===== config.mk =====
export PLATFORM = sky130hd
export DESIGN_NAME = drhm_queue
export DESIGN_NICKNAME = d
export VERILOG_FILES = /design/src/hdl/drhm_pkg.sv /design/src/hdl/drhm_queue.sv
export SDC_FILE = /design/constraint.sdc
export NUM_CORES = 1
export LEC_CHECK = 0
export BUFFER_PORTS_ARGS = -buffer_cell sky130_fd_sc_hd__buf_2
export CAP_MARGIN = 5
export CORE_MARGIN = 2
export CORE_UTILIZATION = 45
export DETAILED_ROUTE_END_ITERATION = 12
export PLACE_DENSITY = 0.67
export SLEW_MARGIN = 30
export SYNTH_ARGS = -nofsm -noshare
export SYNTH_HDL_FRONTEND = slang
export SYNTH_SLANG_ARGS = --single-unit

===== constraint.sdc =====
create_clock -name clk -period 2 [get_ports clk]
set_input_delay 0.1 -clock clk [delete_from_list [all_inputs] [get_ports clk]]
set_output_delay 0.1 -clock clk [all_outputs]
set_load 0.02 [all_outputs]

===== src/hdl/drhm_pkg.sv =====
`default_nettype none

package drhm_pkg;

  // map geometry
  localparam int MAP_WIDTH  = 256;
  localparam int MAP_HEIGHT = 256;
  localparam int COL_W      = (MAP_WIDTH > 1) ? $clog2(MAP_WIDTH) : 1;
  localparam int ROW_W      = (MAP_HEIGHT > 1) ? $clog2(MAP_HEIGHT) : 1;
  localparam int MAP_DEPTH  = MAP_WIDTH * MAP_HEIGHT;
  localparam int ADDR_W     = (MAP_DEPTH > 1) ? $clog2(MAP_DEPTH) : 1;

  // pixel and factor formats
  localparam int PIX_W       = 20;
  localparam int FACTOR_W    = 16;
  localparam int KEEP_W      = FACTOR_W + 1;
  localparam int PROD_W      = PIX_W + KEEP_W;
  localparam logic [PIX_W-1:0]    PIX_MAX      = '1;
  localparam logic [FACTOR_W-1:0] FACTOR_RESET = 16'd6554;

  // stream field layout
  localparam int MODE_W     = 2;
  localparam int RCOL_W     = 11;
  localparam int RLEN_W     = 10;
  localparam int QRY_W      = 8;
  localparam int SPAN_W     = 13;
  localparam int IN_TDATA_W  = 64;
  localparam int OUT_TDATA_W = 24;

  localparam logic [MODE_W-1:0] MODE_DECAY = 2'd0;
  localparam logic [MODE_W-1:0] MODE_ADD   = 2'd1;
  localparam logic [MODE_W-1:0] MODE_READ  = 2'd2;

  // command queue
  localparam int QUEUE_DEPTH = 4;
  localparam int QPTR_W      = $clog2(QUEUE_DEPTH);

  typedef enum logic [1:0] {
    CMD_DECAY,
    CMD_ADD,
    CMD_READ
  } cmd_kind_t;

  // decay and add carry an inclusive pixel window, read carries the pixel in col_lo/row_lo
  typedef struct packed {
    cmd_kind_t          kind;
    logic [COL_W-1:0]   col_lo;
    logic [COL_W-1:0]   col_hi;
    logic [ROW_W-1:0]   row_lo;
    logic [ROW_W-1:0]   row_hi;
    logic               in_map;
  } cmd_t;

  typedef struct packed {
    logic clearing;
    logic busy;
  } back_stat_t;

endpackage

`default_nettype wire


===== src/hdl/drhm_queue.sv =====
`default_nettype none

module drhm_queue (
  input  wire logic           clk,
  input  wire logic           rst_n,
  input  wire logic           push,
  input  wire drhm_pkg::cmd_t entry,
  input  wire logic           pop,
  output drhm_pkg::cmd_t      head,
  output logic                empty,
  output logic                full
);

  import drhm_pkg::*;

  cmd_t              slot_r [QUEUE_DEPTH];
  logic [QPTR_W-1:0] wr_ptr_r, wr_ptr_nxt;
  logic [QPTR_W-1:0] rd_ptr_r, rd_ptr_nxt;
  logic [QPTR_W:0]   count_r, count_nxt;
  logic              do_push, do_pop;

  assign empty   = (count_r == '0);
  assign full    = (count_r == (QPTR_W+1)'(QUEUE_DEPTH));
  assign do_push = push && !full;
  assign do_pop  = pop && !empty;
  assign head    = slot_r[rd_ptr_r];

  always_comb begin
    wr_ptr_nxt = do_push ? wr_ptr_r + 1'b1 : wr_ptr_r;
    rd_ptr_nxt = do_pop  ? rd_ptr_r + 1'b1 : rd_ptr_r;
    count_nxt  = count_r;
    if (do_push && !do_pop) count_nxt = count_r + 1'b1;
    if (do_pop && !do_push) count_nxt = count_r - 1'b1;
  end

  always_ff @(posedge clk) begin
    if (!rst_n) begin
      wr_ptr_r <= '0;
      rd_ptr_r <= '0;
      count_r  <= '0;
    end else begin
      wr_ptr_r <= wr_ptr_nxt;
      rd_ptr_r <= rd_ptr_nxt;
      count_r  <= count_nxt;
    end
  end

  always_ff @(posedge clk) begin
    if (do_push) begin
      slot_r[wr_ptr_r] <= entry;
    end
  end

endmodule

`default_nettype wire


==> impl_metrics.yaml <==
setup_path:
  r2r-start: "count_r[0]"
  ff2ff_path_depth: 9
  critPathRequiredTime_ps: 1900
  start_kind: "flip-flop"
  endpoint_kind: "output port"
  cp_max_fo: 18
  critPathArrivalTime_ps: 1780
  worstReg2RegEnd: "count_r[2]"
  reg2reg_setup_slack_ps: 120
  crit_type: "flip-flop to output port"
global_route:
  antenna_found_initial: 0
  grt_max_degree: 36
  grt_pass1_vias: 2875
  overflow: 0
  grtUsageTotal: 0.153
  grt_pass1_wl_um: 14600
die:
  die_h_um: 115
  die_w_um: 115
  die-area_mm2: 0.0133
  num_rows: 40
  core-area_mm2: 0.0121
  ios: 76
  initial_core_util: 0.462
yosys:
  synth_cell_type_count: 24
  ys_top_cells_by_area: "edfxtp_1, mux4_2, dfxtp_1"
  synthCells: 237
  ys_ff_latch: 149
  synth_nets: 282
  synth_top_cell_by_area: "edfxtp_1"
  seq_area_frac_synth: 0.786
  yosys.area.top_type_share: 0.754
  ys_warn_count: 0
  avgSynthCellArea_um2: 23.5
  syn_area_mm2: 0.00558
sta:
  hold_viol: 0
  fmax_mhz: 531
  relSlewSlack: 0.807
  period_share: 0.941
  rsz0062_at_grt: "no"
  tightest_slew_ps: 288
  tns_ps: 0
  setup_violations: 0
  finalClockSkew_ps: 6.39
  maxSlewViolCount: 0
  fin_crit_ps: 1880
routing:
  vias: 2657
  final_antenna_net_count: 0
  wl_met3_um: 352
  top_layer: "met4"
  viasPerCell: 4.87
  wl_met1_um: 4130
  routed_wl_um: 9430
  dr.pass1.iters: 4
  wl_met2_um: 4830
  drc: 0
  drtIter0Drc: 199
  wl_per_cell_um: 17.3
placed_design:
  dp_hpwl_um: 5220
  gp_congestion: 0.747
  io_buffers: 75
min_path:
  holdPathStages: 2
  whs_endpoint: "count_r[2]"
  hold_start: "rst_n"
  min_path_type: "input port to flip-flop"
final_layout:
  synthToLayoutAreaGrowth_pct: 28.6
  multi_input_area_mm2: 0.00110
  ff_latch_area_mm2: 0.00440
  diodes: 0
  fillers: 887
  nets: 410
  drive_gt1_frac: 0.437
  fin_util: 0.595
cts:
  numCtsBuffers: 17
  clk_path_buf_depth: 2
  cts.sinks: 149
  cts_tree: "done"
  htreeDepth: 4
  insertion_delay_ps: 410
  clk_pin_slew_ps: 60
  clockRootBuffer: "clkbuf_16"
pwr:
  total_power_uw: 9020
  p_per_area_mw_per_mm2: 1260
  leakagePower_uw: 0.00246
  peakVddDrop_uv: 732
outcome:
  outcome: "finished, final reports clean"
run:
  maxCapViolCount: 0
-- through the flow --
stage	instances	setup WS [ps]	area, um^2	hold WS, ps
after floorplan	237	-63.5	5610	199
after global placement	477	58.0	6220	312
after detailed placement	477	-27.0	6220	317
after CTS	545	42.0	7150	0.340
after global routing	546	12.3	7170	17.7
final	546	118	7170	17.1
-- cell families after synthesis --
kind of cell / after synthesis / synth area share
AOI/OAI and AO/OA: 7 / 0.00718
and+or+nand+nor: 20 / 0.0220
buffers and inverters: 16 / 0.0220
xor gates and xnor gates: 2 / 0.00314
adders and majority gates: 6 / 0.0148
DFF: 149 / 0.786
muxes: 37 / 0.145
-- critical path: stages (launching register included) --
cell and delay [ps]:
dfxtp_2 410, buf_12 220, mux4_2 550, buf_2 180
-- routing by layer --
metal  up-vias  global-route usage
met4         0              0.0747
met5         -                   0
met1      1345               0.189
met2        64               0.250
li1       1236                   -
met3        12              0.0459
-- power by group --
part	internal, uW	switching, uW	leakage (uW)
clock network	1630	1280	0.000273
registers	3780	128	0.00136
logic	1020	1190	0.000824
-- cell usage in the layout (no fill, tap or decap), types with 6 or more instances in the layout --
cell type        n
dlygate4sd3_1   36
edfxtp_1       140
buf_12           6
inv_6            8
nand2_1          7
mux4_2          35
buf_2           75
clkbuf_16       18
-- worst max path at each step --
stage / from / endpoint / cells after the start
floorplan: count_r[0] / count_r[2] / 10
global placement: count_r[1] / count_r[2] / 8
detailed placement: count_r[1] / count_r[2] / 8
CTS: count_r[1] / count_r[2] / 8
global route: count_r[2] / count_r[2] / 9
finish: flip-flop / head[13] / 3
-- synth_stat cells, drive strengths merged --
master   instances
mux2i            2
or3              2
clkbuf           2
dfxtp            9
mux4            35
xnor2            1
nor3b            1
a21boi           2
ha               5
o21ai            5
nand2            7
nor3             1
edfxtp         140
buf              8
inv              6
fa               1
xor2             1
nand4bb          1
nor2b            2
and2             6
-- area by class of cell --
type	count	area share
flip-flops and latches	149	0.613
repair buffers	119	0.124
clock inverters	15	0.0185
multi-input cells	72	0.153
clock buffers	17	0.0593
inverters	6	0.00314
well taps	168	0.0293
-- sequential cells by signal, indices dropped and copies added (netlist names), named ones only --
signal and count:
slot_r 140, count_r 3, rd_ptr_r 2, wr_ptr_r 2
-- what timing repair did --
action	in CTS	in global routing
endpoints found under the hold margin	141	0
setup endpoints to repair	1	2
pin swaps	0	0
gates resized for setup	1	2
gates cloned	0	1
setup buffers	0	0
hold buffers	36	0
Note: power is estimated with default switching activity, not from simulation.
