<file path="src/hdl/drhm_pkg.sv">
`default_nettype none

package drhm_pkg;

  // map geometry
  localparam int MAP_WIDTH  = 256;
  localparam int MAP_HEIGHT = 256;
  localparam int COL_W      = (MAP_WIDTH > 1) ? $clog2(MAP_WIDTH) : 1;
  localparam int ROW_W      = (MAP_HEIGHT > 1) ? $clog2(MAP_HEIGHT) : 1;
  localparam int MAP_DEPTH  = MAP_WIDTH * MAP_HEIGHT;
  localparam int ADDR_W     = (MAP_DEPTH > 1) ? $clog2(MAP_DEPTH) : 1;

  // pixel and factor formats
  localparam int PIX_W       = 20;
  localparam int FACTOR_W    = 16;
  localparam int KEEP_W      = FACTOR_W + 1;
  localparam int PROD_W      = PIX_W + KEEP_W;
  localparam logic [PIX_W-1:0]    PIX_MAX      = '1;
  localparam logic [FACTOR_W-1:0] FACTOR_RESET = 16'd6554;

  // stream field layout
  localparam int MODE_W     = 2;
  localparam int RCOL_W     = 11;
  localparam int RLEN_W     = 10;
  localparam int QRY_W      = 8;
  localparam int SPAN_W     = 13;
  localparam int IN_TDATA_W  = 64;
  localparam int OUT_TDATA_W = 24;

  localparam logic [MODE_W-1:0] MODE_DECAY = 2'd0;
  localparam logic [MODE_W-1:0] MODE_ADD   = 2'd1;
  localparam logic [MODE_W-1:0] MODE_READ  = 2'd2;

  // command queue
  localparam int QUEUE_DEPTH = 4;
  localparam int QPTR_W      = $clog2(QUEUE_DEPTH);

  typedef enum logic [1:0] {
    CMD_DECAY,
    CMD_ADD,
    CMD_READ
  } cmd_kind_t;

  // decay and add carry an inclusive pixel window, read carries the pixel in col_lo/row_lo
  typedef struct packed {
    cmd_kind_t          kind;
    logic [COL_W-1:0]   col_lo;
    logic [COL_W-1:0]   col_hi;
    logic [ROW_W-1:0]   row_lo;
    logic [ROW_W-1:0]   row_hi;
    logic               in_map;
  } cmd_t;

  typedef struct packed {
    logic clearing;
    logic busy;
  } back_stat_t;

endpackage

`default_nettype wire

</file>
<file path="src/hdl/drhm_front.sv">
`default_nettype none

module drhm_front (
  input  wire logic                                clk,
  input  wire logic                                rst_n,
  input  wire logic                                in_tvalid,
  output logic                                     in_tready,
  input  wire logic [drhm_pkg::IN_TDATA_W-1:0]     in_tdata,
  input  wire logic [drhm_pkg::MODE_W-1:0]         in_tuser,
  input  wire logic                                q_full,
  input  wire drhm_pkg::back_stat_t                stat,
  output logic                                     push,
  output drhm_pkg::cmd_t                           entry
);

  import drhm_pkg::*;

  logic signed [RCOL_W-1:0] rect_col;
  logic signed [RCOL_W-1:0] rect_row;
  logic        [RLEN_W-1:0] rect_width;
  logic        [RLEN_W-1:0] rect_height;
  logic        [QRY_W-1:0]  query_col;
  logic        [QRY_W-1:0]  query_row;

  logic signed [SPAN_W-1:0] c_a, c_b, r_a, r_b, c_hi, r_hi;
  logic        [RLEN_W-1:0] qc_ext, qr_ext;
  logic                     c_ok, r_ok, wanted;

  assign rect_col    = in_tdata[10:0];
  assign rect_row    = in_tdata[21:11];
  assign rect_width  = in_tdata[31:22];
  assign rect_height = in_tdata[41:32];
  assign query_col   = in_tdata[49:42];
  assign query_row   = in_tdata[57:50];

  // clip [start, start+len) to the map
  always_comb begin
    c_a  = {{(SPAN_W-RCOL_W){rect_col[RCOL_W-1]}}, rect_col};
    c_b  = c_a + {{(SPAN_W-RLEN_W){1'b0}}, rect_width};
    r_a  = {{(SPAN_W-RCOL_W){rect_row[RCOL_W-1]}}, rect_row};
    r_b  = r_a + {{(SPAN_W-RLEN_W){1'b0}}, rect_height};
    if (c_a < 0) c_a = '0;
    if (r_a < 0) r_a = '0;
    if (c_b > SPAN_W'(MAP_WIDTH))  c_b = SPAN_W'(MAP_WIDTH);
    if (r_b > SPAN_W'(MAP_HEIGHT)) r_b = SPAN_W'(MAP_HEIGHT);
    c_ok = c_a < c_b;
    r_ok = r_a < r_b;
    c_hi = c_b - SPAN_W'(1);
    r_hi = r_b - SPAN_W'(1);
  end

  assign qc_ext = {{(RLEN_W-QRY_W){1'b0}}, query_col};
  assign qr_ext = {{(RLEN_W-QRY_W){1'b0}}, query_row};

  always_comb begin
    entry  = '0;
    wanted = 1'b0;
    case (in_tuser)
      MODE_DECAY: begin
        wanted       = 1'b1;
        entry.kind   = CMD_DECAY;
        entry.col_lo = '0;
        entry.col_hi = COL_W'(MAP_WIDTH - 1);
        entry.row_lo = '0;
        entry.row_hi = ROW_W'(MAP_HEIGHT - 1);
      end
      MODE_ADD: begin
        wanted       = c_ok && r_ok;
        entry.kind   = CMD_ADD;
        entry.col_lo = c_a[COL_W-1:0];
        entry.col_hi = c_hi[COL_W-1:0];
        entry.row_lo = r_a[ROW_W-1:0];
        entry.row_hi = r_hi[ROW_W-1:0];
      end
      MODE_READ: begin
        wanted       = 1'b1;
        entry.kind   = CMD_READ;
        entry.col_lo = qc_ext[COL_W-1:0];
        entry.row_lo = qr_ext[ROW_W-1:0];
        entry.in_map = (qc_ext < RLEN_W'(MAP_WIDTH)) && (qr_ext < RLEN_W'(MAP_HEIGHT));
      end
      default: begin
        wanted = 1'b0;
      end
    endcase
  end

  // unused mode and empty rectangles are swallowed here
  assign in_tready = rst_n && !q_full && !stat.clearing;
  assign push      = in_tvalid && in_tready && wanted;

  logic unused_clk;
  assign unused_clk = clk & stat.busy;

endmodule

`default_nettype wire

</file>
<file path="config.mk">
export PLATFORM = sky130hd
export DESIGN_NAME = drhm_front
export DESIGN_NICKNAME = d
export VERILOG_FILES = /design/src/hdl/drhm_pkg.sv /design/src/hdl/drhm_front.sv
export SDC_FILE = /design/constraint.sdc
export NUM_CORES = 1
export LEC_CHECK = 0
export ABC_AREA = 0
export BUFFER_PORTS_ARGS = -buffer_cell sky130_fd_sc_hd__buf_2
export CORE_MARGIN = 3
export CORE_UTILIZATION = 51
export DETAILED_ROUTE_END_ITERATION = 8
export GPL_TIMING_DRIVEN = 0
export PLACE_DENSITY = 0.92
export SETUP_SLACK_MARGIN = 0.02
export SYNTH_ARGS = -nofsm -noshare
export SYNTH_HDL_FRONTEND = slang
export SYNTH_SLANG_ARGS = --single-unit
</file>
<file path="constraint.sdc">
create_clock -name vclk -period 6.92
set_input_delay 0.692 -clock vclk [all_inputs]
set_output_delay 0.692 -clock vclk [all_outputs]
set_load 0.01 [all_outputs]
</file>
==> key figures <==
Status
  – Result of the run: complete, no violations

Setup path
  – Arrival time worst endpoint: 5680 ps
  – Slowest stage cell, crit path: sky130_fd_sc_hd__a2111oi_0
  – Buffers and inverters on the worst path: 3
  – Dominant delay contributor by cell family on the critical path: compound AO/OA/AOI/OAI gates
  – Type of element capturing the critical path: output port
  – Worst path cell trace: buf_2 > ha_1 > fa_1 > xor2_1 > nor3_1 > o21ai_0 > nor4_1 > a21boi_0 > o21ai_1 > clkbuf_1 > nand2b_1 > ha_1 > and3_1 > nand3_1 > a21oi_1 > a2111oi_0 > o21ai_0 > o21ai_0 > nand2_1 > a311oi_2 > buf_2
  – Startpoint Class: input pin
  – Depth of the critical timing path with buffers and inverters included: 21
  – Largest stage delay on the critical path: 480 ps
  – Most repeated library cell on the critical path: sky130_fd_sc_hd__o21ai_0
  – Crit Path Category: in2out
  – Crit-path max FO: 10
  – Worst endpoint required time: 6230 ps

CTS
  – Count of hold-fix buffers inserted at cts: 0
  – Number of post-CTS setup repair buffers: 0
  – Post-cts repair resize count: 0

Placement
  – Port-buffer cells: 101
  – Final weighted congestion of routability-driven global placement: 0.918
  – Detailed-placement wirelength estimate: 6600 µm

Timing
  – Pins over their slew limit: 0
  – Fraction of the cycle the final worst path needs: 92.1%
  – Maximum clock frequency: 157 MHz
  – Transition time at the pin with the least slew margin: 750 ps
  – Hold Violations, Final: 0
  – Setup repair after global routing missed its margin: no
  – Final worst path period need: 6370 ps
  – Rel. slew slack: 49.7%
  – Setup-violating endpoint count in the final report: 0
  – Setup Total Neg Slack: 0 ps

GRT
  – Pin count of the biggest net entering global routing: 11
  – Vias in the first global route: 2790
  – Antenna violations before repair: 0
  – Total global routing track utilization: 25.6%
  – Global-route wire length before repair: 11900 µm
  – Overall overflow remaining after global route: 0

Floorplan
  – Number of rows in the core area: 24
  – Floorplan die width: 75.6 µm
  – Core region area: 4500 µm²
  – Top Ports: 109
  – Total Die Area: 5710 µm²
  – Die Height: 75.6 µm
  – Starting Density: 54.8%

Pwr
  – Switching part of the total power: 57.6%
  – Power density relative to cell area: 105 nW/µm²
  – Seq pwr share: 0%
  – Logic pwr share: 100.0%
  – Psw: 184 µW
  – Peak supply drop: 0.0699 mV
  – Final total power: 320 µW
  – Clock Power Share: 0%
  – Internal power contribution: 136 µW
  – Total leakage power: 0.00154 µW

Cells and area
  – Layout overhead on the synthesized area: 23.1%
  – Clock buffers: 0
  – Nets: 573
  – Antenna diode instance count: 0
  – Share of final-layout standard cells stronger than drive strength 1: 25.1%
  – Number of sequential cells in the layout: 0
  – Sequential cell area in the final layout: 0 µm²

Route
  – Number of optimization iterations in the first detailed-route pass: 5
  – Total wire length after detailed routing: 7820 µm
  – DR DRC count: 0
  – First-iteration detailed-routing DRC count: 165
  – Detailed-route vias per instance: 6.11
  – Per-cell routed wire length: 15.4 µm
  – Via total after detailed routing: 3094
  – Antenna violation net count after detailed routing: 0

Synth
  – Total standard cell area after synthesis: 2470 µm²
  – Gate count of the mapped netlist: 353
  – Mean cell area of the mapped netlist: 7.00 µm²
  – Yosys top cell area share: 21.8%
  – Dominant cells by area after synthesis: sky130_fd_sc_hd__ha_1 22%, sky130_fd_sc_hd__nor2b_1 8.6%, sky130_fd_sc_hd__a21o_1 5.5%, sky130_fd_sc_hd__nand2_1 5.3%, sky130_fd_sc_hd__a22oi_1 4.0%
  – Yosys Warn Count: 0
  – Cell type with the highest aggregate area in the netlist: sky130_fd_sc_hd__ha_1
  – Number of nets produced by synthesis: 470
  – Share of synthesized area occupied by flip-flops and latches: 0%
  – Cell variety after synth: 62

Worst hold path
  – Worst hold path startpoint: q_full
  – Cell count of the worst hold path: 3
  – Worst hold endpoint: in_tready
  – Tightest Hold Check Type: in2out

Flow run
  – Maxcap violations: 0
## how the worst max path moves through the flow
stage	startpoint	endpoint	slack (ps)
floorplan	in_tdata[0]	push	1380
global placement	in_tdata[11]	push	690
detailed placement	in_tdata[0]	push	670
CTS	in_tdata[11]	push	660
global route	in_tdata[11]	push	160
finish	in_tdata[11]	push	550
## cells in the final DEF, fill, tap and decap left out, drive strengths merged, types with 7 or more instances in the layout
master / Yosys / layout
xnor2: 9 / 9
nand2b: 10 / 10
nand2: 35 / 35
inv: 14 / 14
ha: 43 / 43
o21ai: 17 / 17
buf: 4 / 105
nor2b: 34 / 34
nand3: 11 / 11
a22oi: 13 / 13
xor2: 7 / 7
nor2: 25 / 25
a21o: 18 / 18
a21oi: 18 / 18
clkbuf: 12 / 12
## cell type report
type / count / area [µm²]
multi-input cells: 323 / 2350
fillers: 392 / 1460
repair buffers: 101 / 505
plain buffers: 16 / 71.3
well taps: 52 / 65.1
inverters: 14 / 52.6
## metal layers
layer	global-route usage [%]	part of all wire, %	up-vias
met5	0	0	-
met4	6.41	2.1	0
met3	1.19	5.9	20
met2	49.1	51	152
met1	30.9	41	1399
li1	-	-	1523
## Yosys cell counts, drive strengths merged (3+ instances only)
| library cell | instances |
|---|---|
| a211oi | 3 |
| a21o | 18 |
| a21oi | 18 |
| a22oi | 13 |
| a311oi | 4 |
| and3 | 3 |
| buf | 4 |
| clkbuf | 12 |
| ha | 43 |
| inv | 14 |
| nand2 | 35 |
| nand2b | 10 |
| nand3 | 11 |
| nor2 | 25 |
| nor2b | 34 |
| nor3 | 5 |
| nor3b | 5 |
| nor4 | 3 |
| o211ai | 3 |
| o21a | 5 |
| o21ai | 17 |
| or2 | 3 |
| or3 | 4 |
| xnor2 | 9 |
| xor2 | 7 |
## power by group through the flow
| stage | registers (µW) | clock network [µW] | logic [µW] |
|---|---|---|---|
| floorplan | 0 | 0 | 225 |
| global placement | 0 | 0 | 302 |
| detailed placement | 0 | 0 | 312 |
| CTS | 0 | 0 | 315 |
| global route | 0 | 0 | 352 |
| finish | 0 | 0 | 320 |
## through the flow
| step | hold slack [ps] | instances | cell area (µm²) | setup slack, ps | util (%) |
|---|---|---|---|---|---|
| finish | 1630 | 506 | 3040 | 546 | 67.5 |
| CTS | 1630 | 506 | 3040 | 659 | 67.5 |
| global placement | 1630 | 506 | 3040 | 685 | 67.5 |
| detailed placement | 1640 | 506 | 3040 | 668 | 67.5 |
| floorplan | 1440 | 353 | 2470 | 1380 | - |
| global route | 1650 | 506 | 3040 | 165 | 67.5 |
## kinds of logic (layout without fill, tap and decap cells)
kind of cell | count (synthesis) | count (layout) | share of synthesized area, %
xor+xnor | 16 | 16 | 5.67
compound gates | 111 | 111 | 32.9
mux | 1 | 1 | 0.405
fa+ha+maj | 45 | 45 | 23.4
buf+inv | 30 | 131 | 5.02
simple gates | 150 | 150 | 32.6
No activity file was read; power rests on OpenSTA's default activity.
